`config.mk`:
```
export PLATFORM = sky130hd
export DESIGN_NAME = i2c_master_status_sequencer_unit
export DESIGN_NICKNAME = d
export VERILOG_FILES = /design/src/sv/i2cms_pkg.sv /design/src/sv/i2c_master_status_sequencer_unit.sv
export SDC_FILE = /design/constraint.sdc
export NUM_CORES = 1
export LEC_CHECK = 0
export ABC_AREA = 1
export BUFFER_PORTS_ARGS = -buffer_cell sky130_fd_sc_hd__buf_2
export CAP_MARGIN = 20
export CORE_MARGIN = 3
export CORE_UTILIZATION = 30
export CTS_BUF_LIST = sky130_fd_sc_hd__clkbuf_4
export DETAILED_ROUTE_END_ITERATION = 8
export GPL_ROUTABILITY_DRIVEN = 1
export PLACE_DENSITY_LB_ADDON = 0.08
export SLEW_MARGIN = 20
export SYNTH_ARGS = -nofsm -noshare
export SYNTH_HDL_FRONTEND = slang
export SYNTH_SLANG_ARGS = --single-unit
export TNS_END_PERCENT = 5
```
`constraint.sdc`:
```
create_clock -name clk -period 7.5 [get_ports clk]
set_input_delay 1.125 -clock clk [delete_from_list [all_inputs] [get_ports clk]]
set_output_delay 1.125 -clock clk [all_outputs]
set_load 0.005 [all_outputs]
```
`src/sv/i2cms_pkg.sv`:
```
package i2cms_pkg;

  localparam int BUFFER_DEPTH = 16;
  localparam int IN_DATA_W = 48;
  localparam int OUT_DATA_W = 40;

  localparam logic [1:0] MODE_START = 2'd0;
  localparam logic [1:0] MODE_LOAD = 2'd1;
  localparam logic [1:0] MODE_STATUS = 2'd2;

  localparam logic [7:0] ST_START = 8'h08;
  localparam logic [7:0] ST_RESTART = 8'h10;
  localparam logic [7:0] ST_W_ACK = 8'h18;
  localparam logic [7:0] ST_W_NACK = 8'h20;
  localparam logic [7:0] ST_TX_ACK = 8'h28;
  localparam logic [7:0] ST_TX_NACK = 8'h30;
  localparam logic [7:0] ST_LOST = 8'h38;
  localparam logic [7:0] ST_R_ACK = 8'h40;
  localparam logic [7:0] ST_R_NACK = 8'h48;
  localparam logic [7:0] ST_RX_ACK = 8'h50;
  localparam logic [7:0] ST_RX_NACK = 8'h58;

  localparam logic [2:0] EV_NONE = 3'd0;
  localparam logic [2:0] EV_DONE = 3'd1;
  localparam logic [2:0] EV_ADDR = 3'd2;
  localparam logic [2:0] EV_DATA = 3'd3;
  localparam logic [2:0] EV_LOST = 3'd4;

  localparam logic REG_ADDR_RETRY = 1'b0;
  localparam logic REG_DATA_RETRY = 1'b1;

  typedef struct packed {
    logic [1:0] mode;
    logic [6:0] target_address;
    logic       read_not_write;
    logic [4:0] length;
    logic [3:0] buffer_index;
    logic [7:0] write_byte;
    logic [7:0] status_code;
    logic [7:0] received_byte;
  } item_t;

  typedef struct packed {
    logic       send_start;
    logic       send_byte_valid;
    logic [7:0] send_byte;
    logic       set_ack;
    logic       clear_ack;
    logic       send_stop;
    logic       read_valid;
    logic [7:0] read_byte;
    logic [3:0] read_index;
    logic [2:0] event_res;
    logic [4:0] transferred_count;
  } result_t;

endpackage

```
`src/sv/i2c_master_status_sequencer_unit.sv`:
```
// I2C master status sequencer.
// Slave side (s_axis_*): one transfer per item. tuser carries the mode (start,
// load write byte, bus status); tdata carries the remaining fields.
// Master side (m_axis_*): exactly one result transfer per input transfer,
// telling the controller what to do next (start, send byte, ack control,
// stop) plus any received byte and a done/error event.
// Config side (cfg_*): cfg_index 0 writes the address retry limit, 1 the data
// retry limit; cfg_ready is always high. Write only while the block is idle.
// The input transfer is captured in the input register, decoded, then held in
// the result register. Throughput: one item per cycle while the result is not
// stalled, set by the single decode stage between those two registers.
// Reset (rst, synchronous): counts, length, address and retry count clear,
// both retry limits return to 3; the write buffer is not cleared.
// A stalled m_axis_tready holds the result; the input register still takes
// one more item, after which s_axis_tready drops until the result moves.
module i2c_master_status_sequencer_unit (
  input  logic                              clk,
  input  logic                              rst,
  input  logic                              s_axis_tvalid,
  output logic                              s_axis_tready,
  // target_address[6:0], read_not_write[7], length[12:8], buffer_index[16:13],
  // write_byte[24:17], status_code[32:25], received_byte[40:33], zero above
  input  logic [i2cms_pkg::IN_DATA_W-1:0]   s_axis_tdata,
  // mode[1:0]
  input  logic [1:0]                        s_axis_tuser,
  output logic                              m_axis_tvalid,
  input  logic                              m_axis_tready,
  // send_start[0], send_byte_valid[1], send_byte[9:2], set_ack[10],
  // clear_ack[11], send_stop[12], read_valid[13], read_byte[21:14],
  // read_index[25:22], event_res[28:26], transferred_count[33:29], zero above
  output logic [i2cms_pkg::OUT_DATA_W-1:0]  m_axis_tdata,
  input  logic                              cfg_valid,
  output logic                              cfg_ready,
  input  logic                              cfg_index,
  input  logic [3:0]                        cfg_data
);

  localparam int DW = i2cms_pkg::BUFFER_DEPTH;

  logic [3:0] address_retry_limit;
  logic [3:0] data_retry_limit;
  logic [4:0] byte_count, byte_count_next;
  logic [4:0] transfer_length, transfer_length_next;
  logic [7:0] address_byte, address_byte_next;
  logic [3:0] retry_count, retry_count_next;
  logic [7:0] write_store [DW];

  i2cms_pkg::item_t   item;
  logic               item_valid;
  i2cms_pkg::result_t res, res_next;
  logic               advance;

  logic [4:0] len_in;
  logic [4:0] retry_inc;
  logic [4:0] bc_inc;
  logic [5:0] bc_inc_plus;
  logic [7:0] store_byte;
  logic       has_more;

  assign cfg_ready = 1'b1;
  assign advance = item_valid && (!m_axis_tvalid || m_axis_tready);
  assign s_axis_tready = !item_valid || advance;

  always_ff @(posedge clk) begin
    if (rst) begin
      address_retry_limit <= 4'd3;
      data_retry_limit <= 4'd3;
    end else if (cfg_valid) begin
      case (cfg_index)
        i2cms_pkg::REG_ADDR_RETRY: address_retry_limit <= cfg_data;
        i2cms_pkg::REG_DATA_RETRY: data_retry_limit <= cfg_data;
        default: ;
      endcase
    end
  end

  always_ff @(posedge clk) begin
    if (rst) begin
      item_valid <= 1'b0;
    end else if (s_axis_tready) begin
      item_valid <= s_axis_tvalid;
    end
  end

  always_ff @(posedge clk) begin
    if (s_axis_tready && s_axis_tvalid) begin
      item.mode <= s_axis_tuser;
      item.target_address <= s_axis_tdata[6:0];
      item.read_not_write <= s_axis_tdata[7];
      item.length <= s_axis_tdata[12:8];
      item.buffer_index <= s_axis_tdata[16:13];
      item.write_byte <= s_axis_tdata[24:17];
      item.status_code <= s_axis_tdata[32:25];
      item.received_byte <= s_axis_tdata[40:33];
    end
  end

  always_comb begin
    if (item.length == 5'd0) begin
      len_in = 5'd1;
    end else if ({1'b0, item.length} > 6'(DW)) begin
      len_in = 5'(DW);
    end else begin
      len_in = item.length;
    end
  end

  assign retry_inc = {1'b0, retry_count} + 5'd1;

  always_comb begin
    logic [4:0] idx;
    idx = byte_count;
    if (item.status_code == i2cms_pkg::ST_TX_ACK && byte_count < transfer_length) begin
      idx = byte_count + 5'd1;
    end
    bc_inc = idx;
    if (idx < 5'(DW)) begin
      store_byte = write_store[idx[3:0]];
    end else begin
      store_byte = 8'd0;
    end
  end

  assign has_more = bc_inc < transfer_length;
  assign bc_inc_plus = {1'b0, byte_count} + 6'd2;

  always_comb begin
    byte_count_next = byte_count;
    transfer_length_next = transfer_length;
    address_byte_next = address_byte;
    retry_count_next = retry_count;
    res_next = '0;
    case (item.mode)
      i2cms_pkg::MODE_START: begin
        transfer_length_next = len_in;
        byte_count_next = 5'd0;
        retry_count_next = 4'd0;
        address_byte_next = {item.target_address, item.read_not_write};
        res_next.send_start = 1'b1;
      end
      i2cms_pkg::MODE_STATUS: begin
        case (item.status_code)
          i2cms_pkg::ST_START, i2cms_pkg::ST_RESTART: begin
            res_next.send_byte_valid = 1'b1;
            res_next.send_byte = address_byte;
          end
          i2cms_pkg::ST_W_ACK, i2cms_pkg::ST_TX_ACK: begin
            retry_count_next = 4'd0;
            if (has_more) begin
              byte_count_next = bc_inc;
              res_next.send_byte_valid = 1'b1;
              res_next.send_byte = store_byte;
            end else begin
              res_next.send_stop = 1'b1;
              res_next.event_res = i2cms_pkg::EV_DONE;
              res_next.transferred_count = bc_inc;
              byte_count_next = 5'd0;
              transfer_length_next = 5'd0;
            end
          end
          i2cms_pkg::ST_W_NACK, i2cms_pkg::ST_R_NACK: begin
            if (retry_inc > {1'b0, address_retry_limit}) begin
              retry_count_next = 4'd0;
              res_next.send_stop = 1'b1;
              res_next.event_res = i2cms_pkg::EV_ADDR;
            end else begin
              retry_count_next = retry_inc[3:0];
              res_next.send_byte_valid = 1'b1;
              res_next.send_byte = address_byte;
            end
          end
          i2cms_pkg::ST_TX_NACK: begin
            if (retry_inc > {1'b0, data_retry_limit}) begin
              retry_count_next = 4'd0;
              res_next.send_stop = 1'b1;
              res_next.event_res = i2cms_pkg::EV_DATA;
            end else begin
              retry_count_next = retry_inc[3:0];
              res_next.send_byte_valid = 1'b1;
              res_next.send_byte = store_byte;
            end
          end
          i2cms_pkg::ST_LOST: begin
            res_next.event_res = i2cms_pkg::EV_LOST;
          end
          i2cms_pkg::ST_R_ACK: begin
            retry_count_next = 4'd0;
            if (transfer_length <= 5'd1) begin
              res_next.clear_ack = 1'b1;
            end else begin
              res_next.set_ack = 1'b1;
            end
          end
          i2cms_pkg::ST_RX_ACK: begin
            if (byte_count < transfer_length) begin
              res_next.read_valid = 1'b1;
              res_next.read_byte = item.received_byte;
              res_next.read_index = byte_count[3:0];
              byte_count_next = byte_count + 5'd1;
              if (bc_inc_plus >= {1'b0, transfer_length}) begin
                res_next.clear_ack = 1'b1;
              end
            end else begin
              res_next.clear_ack = 1'b1;
            end
          end
          i2cms_pkg::ST_RX_NACK: begin
            res_next.transferred_count = byte_count;
            if (byte_count < transfer_length) begin
              res_next.read_valid = 1'b1;
              res_next.read_byte = item.received_byte;
              res_next.read_index = byte_count[3:0];
              res_next.transferred_count = byte_count + 5'd1;
            end
            res_next.send_stop = 1'b1;
            res_next.event_res = i2cms_pkg::EV_DONE;
            byte_count_next = 5'd0;
            transfer_length_next = 5'd0;
          end
          default: ;
        endcase
      end
      default: ;
    endcase
    if (res_next.event_res != i2cms_pkg::EV_DONE) begin
      res_next.transferred_count = byte_count_next;
    end
  end

  always_ff @(posedge clk) begin
    if (rst) begin
      byte_count <= 5'd0;
      transfer_length <= 5'd0;
      address_byte <= 8'd0;
      retry_count <= 4'd0;
    end else if (advance) begin
      byte_count <= byte_count_next;
      transfer_length <= transfer_length_next;
      address_byte <= address_byte_next;
      retry_count <= retry_count_next;
    end
  end

  always_ff @(posedge clk) begin
    if (advance && item.mode == i2cms_pkg::MODE_LOAD
        && {1'b0, item.buffer_index} < 5'(DW)) begin
      write_store[item.buffer_index] <= item.write_byte;
    end
  end

  always_ff @(posedge clk) begin
    if (rst) begin
      m_axis_tvalid <= 1'b0;
    end else if (advance) begin
      m_axis_tvalid <= 1'b1;
    end else if (m_axis_tready) begin
      m_axis_tvalid <= 1'b0;
    end
  end

  always_ff @(posedge clk) begin
    if (advance) begin
      res <= res_next;
    end
  end

  assign m_axis_tdata = {6'd0, res.transferred_count, res.event_res, res.read_index,
                         res.read_byte, res.read_valid, res.send_stop, res.clear_ack,
                         res.set_ack, res.send_byte, res.send_byte_valid, res.send_start};

endmodule
```
==> results of run 1 <==
[power breakdown]
part | total (uW) | internal (uW) | switching, uW
Combinational | 101 | 34.3 | 66.5
Clock | 1210 | 668 | 546
Sequential | 1490 | 1460 | 24.6
[logic make-up (layout without fill, tap and decap cells)]
family | after synthesis | count (layout) | synth area share [%]
AOI/OAI and AO/OA | 109 | 109 | 6.16
xor gates and xnor gates | 6 | 6 | 0.480
adders and majority gates | 24 | 24 | 2.74
buffers and inverters | 258 | 430 | 9.69
DFF | 237 | 237 | 62.1
other | 2 | 10 | 0.0686
and+or+nand+nor | 471 | 471 | 18.8
[final cells by class]
class                   count  area (sq um)  area share (%)
repair buffers             96           526            4.14
flip-flops and latches    237          6800            53.5
inverters                 217           815            6.41
clock inverters            12          77.6           0.611
multi-input cells         617          3110            24.5
diodes                      3          7.51          0.0591
well taps                 461           577            4.54
clock buffers             105           788            6.21
[flip-flops by register name, indices dropped and copies added (netlist names)]
name,count
item,43
byte_count,5
retry_count,4
address_byte,8
m_axis_tdata,34
item_valid,1
transfer_length,5
address_retry_limit,4
data_retry_limit,4
write_store,128
m_axis_tvalid,1
[metrics by stage]
stage          util (%)  hold WS, ns  instance area, sq um  cells
2_1_floorplan         -        0.435                 11000   1112
3_3_place_gp       33.0        0.453                 11800   1626
3_5_place_dp       33.0        0.459                 11800   1626
4_1_cts            35.4        0.469                 12700   1743
5_1_grt            35.5        0.479                 12700   1746
6_report           35.5        0.470                 12700   1748
[Yosys cell counts (2+ instances only)]
cell | n | area [sq um]
clkbuf_1 | 10 | 37.5
nand2_1 | 227 | 852
dfxtp_1 | 32 | 641
o2111ai_1 | 2 | 17.5
nand2_2 | 4 | 25.0
o21ai_2 | 2 | 17.5
buf_2 | 13 | 65.1
edfxtp_1 | 205 | 6160
o31ai_1 | 2 | 15.0
o21ai_4 | 3 | 48.8
nor2_1 | 53 | 199
nor3_1 | 6 | 30.0
nor4_1 | 2 | 12.5
o21a_1 | 2 | 15.0
nand4_1 | 6 | 37.5
xor2_1 | 6 | 52.6
nor2_2 | 4 | 25.0
nand3_2 | 4 | 40.0
or2_2 | 2 | 12.5
o21bai_1 | 4 | 30.0
ha_1 | 24 | 300
a21oi_1 | 45 | 225
clkinv_1 | 3 | 11.3
a21oi_2 | 3 | 26.3
buf_6 | 4 | 45.0
a31oi_1 | 3 | 18.8
conb_1 | 2 | 7.51
o21ai_0 | 29 | 145
inv_1 | 212 | 796
nand3_1 | 160 | 801
o211ai_1 | 8 | 60.1
inv_2 | 2 | 7.51
buf_4 | 12 | 90.1
o22ai_1 | 2 | 12.5
[path summary, 6_finish.rpt]
path              cells after the start                             to
setup / recovery                     16  m_axis_tdata[7]$_SDFFCE_PN0P_
hold / removal                        2   address_byte[1]$_SDFFE_PP0P_
setup reg to reg                     16  m_axis_tdata[7]$_SDFFCE_PN0P_
hold reg to reg                       2   address_byte[1]$_SDFFE_PP0P_
[routing by layer]
layer  vias to the layer above  track usage, %
met5                         -               0
met4                         0            6.10
met3                        71            3.50
li1                       3945               -
met1                      3558            20.7
met2                       185            22.3
[worst max-delay path, delay by kind of cell (launching register included)]
kind	cells	cell delay [ns]
and+or+nand+nor	11	2.54
buffers and inverters	3	0.70
DFF	1	0.50
adders and majority gates	1	0.32
AOI/OAI and AO/OA	1	0.09
==> impl_metrics.env, run 1 <==
export IMPL_status="complete, no violations"
export IMPL_grt_pass1_vias=7649
export IMPL_period_share_pct=60.2
export IMPL_synth_edf_count=205
export IMPL_antenna_found_initial=1
export IMPL_die_height_um=197
export IMPL_vdd_drop_max_v=0.000118
export IMPL_hp_start="address_byte[1]$_SDFFE_PP0P_"
export IMPL_cpPeakStageDelay_ns=0.89
export IMPL_cpMostUsedCell="nand2_1"
export IMPL_clk_latency_ns=0.72
export IMPL_finalSetupTns_ns=0
export IMPL_core_sq_mm=0.0357
export IMPL_rrSetupSlack_ns=2.98
export IMPL_place_gp_congestion=0.824
export IMPL_layout_drive_gt1_share_pct=18.3
export IMPL_port_buffers=88
export IMPL_crit_type="reg2reg"
export IMPL_p_leak_uw=0.00537
export IMPL_hold_class="reg2reg"
export IMPL_synth_distinct_cells=43
export IMPL_hold_violations=0
export IMPL_relSlewSlack_pct=24.5
export IMPL_gr_total_overflow=0
export IMPL_wl_met1_um=13600
export IMPL_path_max_fanout=42
export IMPL_cp_arrival_ns=4.89
export IMPL_ant_nets=0
export IMPL_setup_viol=0
export IMPL_rsz0062_at_grt="false"
export IMPL_dpl_hpwl_um=18300
export IMPL_synthesis_area_sq_mm=0.0110
export IMPL_top_layer_used="met4"
export IMPL_wirelength_um=28300
export IMPL_synthArstFlopShare_pct=0
export IMPL_dr_wl_met2_um=12400
export IMPL_synth_seq_area_share_pct=62.1
export IMPL_grt_pass1_wl_um=43900
export IMPL_ys_flop_type="edfxtp_1"
export IMPL_pin_count=103
export IMPL_pre_cts_ws_ns=2.96
export IMPL_dr_pass1_iters=5
export IMPL_fillers=3710
export IMPL_die_area_sq_mm=0.0388
export IMPL_grt_max_degree=49
export IMPL_fin_ws_ns=2.98
export IMPL_start_util_pct=30.6
export IMPL_timing_fmax_mhz=221
export IMPL_post_route_min_period_ns=4.52
export IMPL_vias=7759
export IMPL_maxCapViolations=0
export IMPL_crit_path_end_kind="flop"
export IMPL_power_uw=2800
export IMPL_ys_ff_latch=237
export IMPL_final_cell_mix="nand2_1 (227), inv_1 (210), edfxtp_1 (205)"
export IMPL_r2r_start="byte_count[1]$_SDFFE_PP0P_"
export IMPL_rows=69
export IMPL_clockBufferDepth=3
export IMPL_crit_path_start_kind="flop"
export IMPL_track_usage_pct=14.9
export IMPL_root_buffer="clkbuf_4"
export IMPL_cts_resized=0
export IMPL_crit_chain="inv_1 -> ha_1 -> inv_1 -> nand2_1 -> nor3_1 -> nor2_2 -> nand3_2 -> nand2_2 -> buf_4 -> nand2_1 -> nand3_1 -> nand3_1 -> nand3_1 -> nand2_1 -> nand2_1 -> a21oi_1"
export IMPL_fin_nets=1322
export IMPL_worst_pin_slew_ns=1.12
export IMPL_clkTransAtPathRegs_ns=0.06
export IMPL_postCtsSetupBuffers=0
export IMPL_drc=0
export IMPL_skew_ns=0.0696
export IMPL_synth_cells=1107
export IMPL_die_w_um=197
export IMPL_worstPathRequired_ns=7.87
export IMPL_power_density_mw_per_mm2=221
export IMPL_drt_vias_per_instance=4.44
export IMPL_route_met3_wl_um=1400
export IMPL_synth_area_per_cell_sq_um=9.89
export IMPL_numCtsBuffers=69
export IMPL_yosys_warnings=0
export IMPL_areaGrowthSynthToFinish_pct=16.0
export IMPL_cp_slowest_cell="nand2_2"
export IMPL_startpoint="byte_count[1]$_SDFFE_PP0P_"
export IMPL_drt_iter0_markers=364
export IMPL_slew_violations=0
export IMPL_cts_tree="built"
export IMPL_clkSinkCount=237
export IMPL_ctsHoldBuffers=0
export IMPL_final_common_cell="nand2_1"
export IMPL_post_drt_wl_per_cell_um=16.2
export IMPL_cts_max_level=3
Note: power is estimated with default switching activity, not from simulation.
==> run 2, diff against run 1 <==
==> constraint.sdc (replaced) <==
create_clock -name clk -period 3.64 [get_ports clk]
set_input_delay 0.546 -clock clk [delete_from_list [all_inputs] [get_ports clk]]
set_output_delay 0.546 -clock clk [all_outputs]
set_load 0.005 [all_outputs]
==> run 2 against run 1 <==
  * Sequential power increased by 110%
  * Hold slack got worse by 0.39 ns
  * Die area unchanged
  * Global-route usage rose by 0.34 points
  * Maximum frequency grew 41%
  * Critical path depth up 2
  * Design area rose by 6.3%
  * Non-clock buffer count increased by 74
  * Clock power up 130%
  * Setup slack worse by 2.5 ns
  * Power grew 120%
  * Critical path type unchanged
  * Critical endpoint is now m_axis_tdata[3]$_SDFFCE_PN0P_
==> impl_metrics.env, run 2 (same netlist as run 1, synthesis figures left out) <==
export IMPL_status="complete, no violations"
export IMPL_drt_iter0_markers=401
export IMPL_post_drt_wl_per_cell_um=15.8
export IMPL_layout_drive_gt1_share_pct=19.9
export IMPL_grt_pass1_vias=7965
export IMPL_dr_pass1_iters=5
export IMPL_largest_register="write_store"
export IMPL_clkSinkCount=237
export IMPL_die_height_um=197
export IMPL_fin_util_pct=37.8
export IMPL_cts_max_level=3
export IMPL_power_density_mw_per_mm2=449
export IMPL_p_comb_share_pct=4.1
export IMPL_ant_nets=0
export IMPL_crit_type="reg2reg"
export IMPL_relSlewSlack_pct=46.6
export IMPL_areaGrowthSynthToFinish_pct=23.2
export IMPL_period_share_pct=88.1
export IMPL_pin_count=103
export IMPL_die_w_um=197
export IMPL_hold_violations=0
export IMPL_setup_viol=0
export IMPL_largest_reg_flops=128
export IMPL_hold_slack_ns=0.0754
export IMPL_track_usage_pct=15.2
export IMPL_power_uw=6060
export IMPL_drt_vias_per_instance=4.44
export IMPL_power_frac_clock_pct=45.4
export IMPL_numCtsBuffers=71
export IMPL_grt_max_degree=51
export IMPL_post_route_min_period_ns=3.21
export IMPL_start_util_pct=30.6
export IMPL_maxCapViolations=0
export IMPL_cts_resized=0
export IMPL_fin_nets=1398
export IMPL_worstPathRequired_ns=4.22
export IMPL_skew_ns=0.0512
export IMPL_die_area_sq_mm=0.0388
export IMPL_final_cell_mix="nand2_1 (227), inv_1 (210), edfxtp_1 (205)"
export IMPL_p_leak_uw=0.00577
export IMPL_final_common_cell="nand2_1"
export IMPL_rows=69
export IMPL_antenna_found_initial=2
export IMPL_cp_arrival_ns=3.78
export IMPL_clk_latency_ns=0.73
export IMPL_rrSetupSlack_ns=0.43
export IMPL_dpl_hpwl_um=18900
export IMPL_gr_total_overflow=0
export IMPL_grt_pass1_wl_um=45000
export IMPL_port_buffers=88
export IMPL_cts_tree="built"
export IMPL_worst_pin_slew_ns=0.798
export IMPL_switching_share_pct=22.6
export IMPL_p_switching_uw=1370
export IMPL_drc=0
export IMPL_crit_path_end_kind="flop"
export IMPL_slew_violations=0
export IMPL_finalSetupTns_ns=0
export IMPL_path_max_fanout=8
export IMPL_timing_fmax_mhz=312
export IMPL_vias=8135
export IMPL_seqPwrFrac_pct=50.6
export IMPL_postCtsSetupBuffers=0
export IMPL_clockBufferDepth=3
export IMPL_crit_path_start_kind="flop"
export IMPL_root_buffer="clkbuf_4"
export IMPL_rsz0062_at_grt="false"
export IMPL_wirelength_um=29100
export IMPL_p_int_uw=4690
export IMPL_place_gp_congestion=0.820
export IMPL_vdd_drop_max_v=0.000294
export IMPL_clkTransAtPathRegs_ns=0.06
export IMPL_core_sq_mm=0.0357
export IMPL_hold_class="in2reg"
export IMPL_fillers=3692
-- run 2: cell count changes in the layout (fill, tap and decap cells not counted), moves of 2 or more --
| cell | before | now |
|---|---|---|
| dlygate4sd3_1 | 0 | 43 |
| bufinv_16 | 1 | 3 |
| inv_2 | 6 | 4 |
| clkbuf_4 | 105 | 108 |
| clkinv_1 | 10 | 16 |
| buf_4 | 6 | 36 |
-- run 2: layer usage --
metal / GRT usage, % / up-vias / part of all wire, %
met5: 0 / - / 0
met4: 5.46 / 0 / 2.3
met3: 4.09 / 54 / 4.3
met2: 23.2 / 160 / 44
met1: 20.9 / 3815 / 49
li1: - / 4106 / -
-- run 2: per-stage QoR --
stage	setup slack, ns	cells	instance area (sq um)
after CTS	0.403	1830	13500
after global placement	0.437	1658	12100
after detailed placement	0.434	1658	12100
after floorplan	0.641	1112	11000
after global routing	0.0240	1834	13500
final	0.435	1834	13500
-- run 2: timing repair --
item | 4_1_cts | 5_1_grt
hold endpoints to repair | 43 | 0
setup endpoints to repair | 0 | 0
hold buffers | 43 | 0
-- run 2: layout make-up --
type                    instances  area (sq um)  share of cell area, %
clock inverters                21           175                   1.30
multi-input cells             617          3110                   23.1
well taps                     461           577                   4.27
inverters                     217           815                   6.04
repair buffers                170          1200                   8.90
flip-flops and latches        237          6800                   50.4
clock buffers                 108           811                   6.01
diodes                          3          7.51                 0.0556
-- run 2: worst paths after layout --
kind / startpoint / endpoint / cells after the start
worst max-delay path: transfer_length[4]$_SDFFE_PP0P_ / m_axis_tdata[3]$_SDFFCE_PN0P_ / 18
worst min-delay path: cfg_data[0] / data_retry_limit[0]$_SDFFE_PP1P_ / 3
worst min register to register: address_byte[0]$_SDFFE_PP0P_ / address_byte[0]$_SDFFE_PP0P_ / 2
worst max register to register: transfer_length[4]$_SDFFE_PP0P_ / m_axis_tdata[3]$_SDFFCE_PN0P_ / 18
-- run 2: power by group through the flow --
stage,Sequential [uW],Clock [uW],Combinational (uW)
3_5_place_dp,3120,0,210
5_1_grt,3070,3030,279
2_1_floorplan,3100,0,119
6_report,3060,2750,247
3_3_place_gp,3120,0,209
4_1_cts,3070,2870,247
-- run 2: critical path, stage by stage (launching register included) --
cell	delay [ns]
dfxtp_1	0.37
inv_1	0.10
ha_1	0.30
nand2_1	0.10
inv_1	0.06
nand2_1	0.06
nand2_1	0.07
inv_1	0.07
nand3_2	0.10
buf_4	0.21
nand2_1	0.11
o21ai_4	0.07
ha_1	0.29
a21oi_1	0.15
o21a_1	0.21
nand3_2	0.22
a21oi_4	0.31
nand2_1	0.11
a21oi_1	0.13
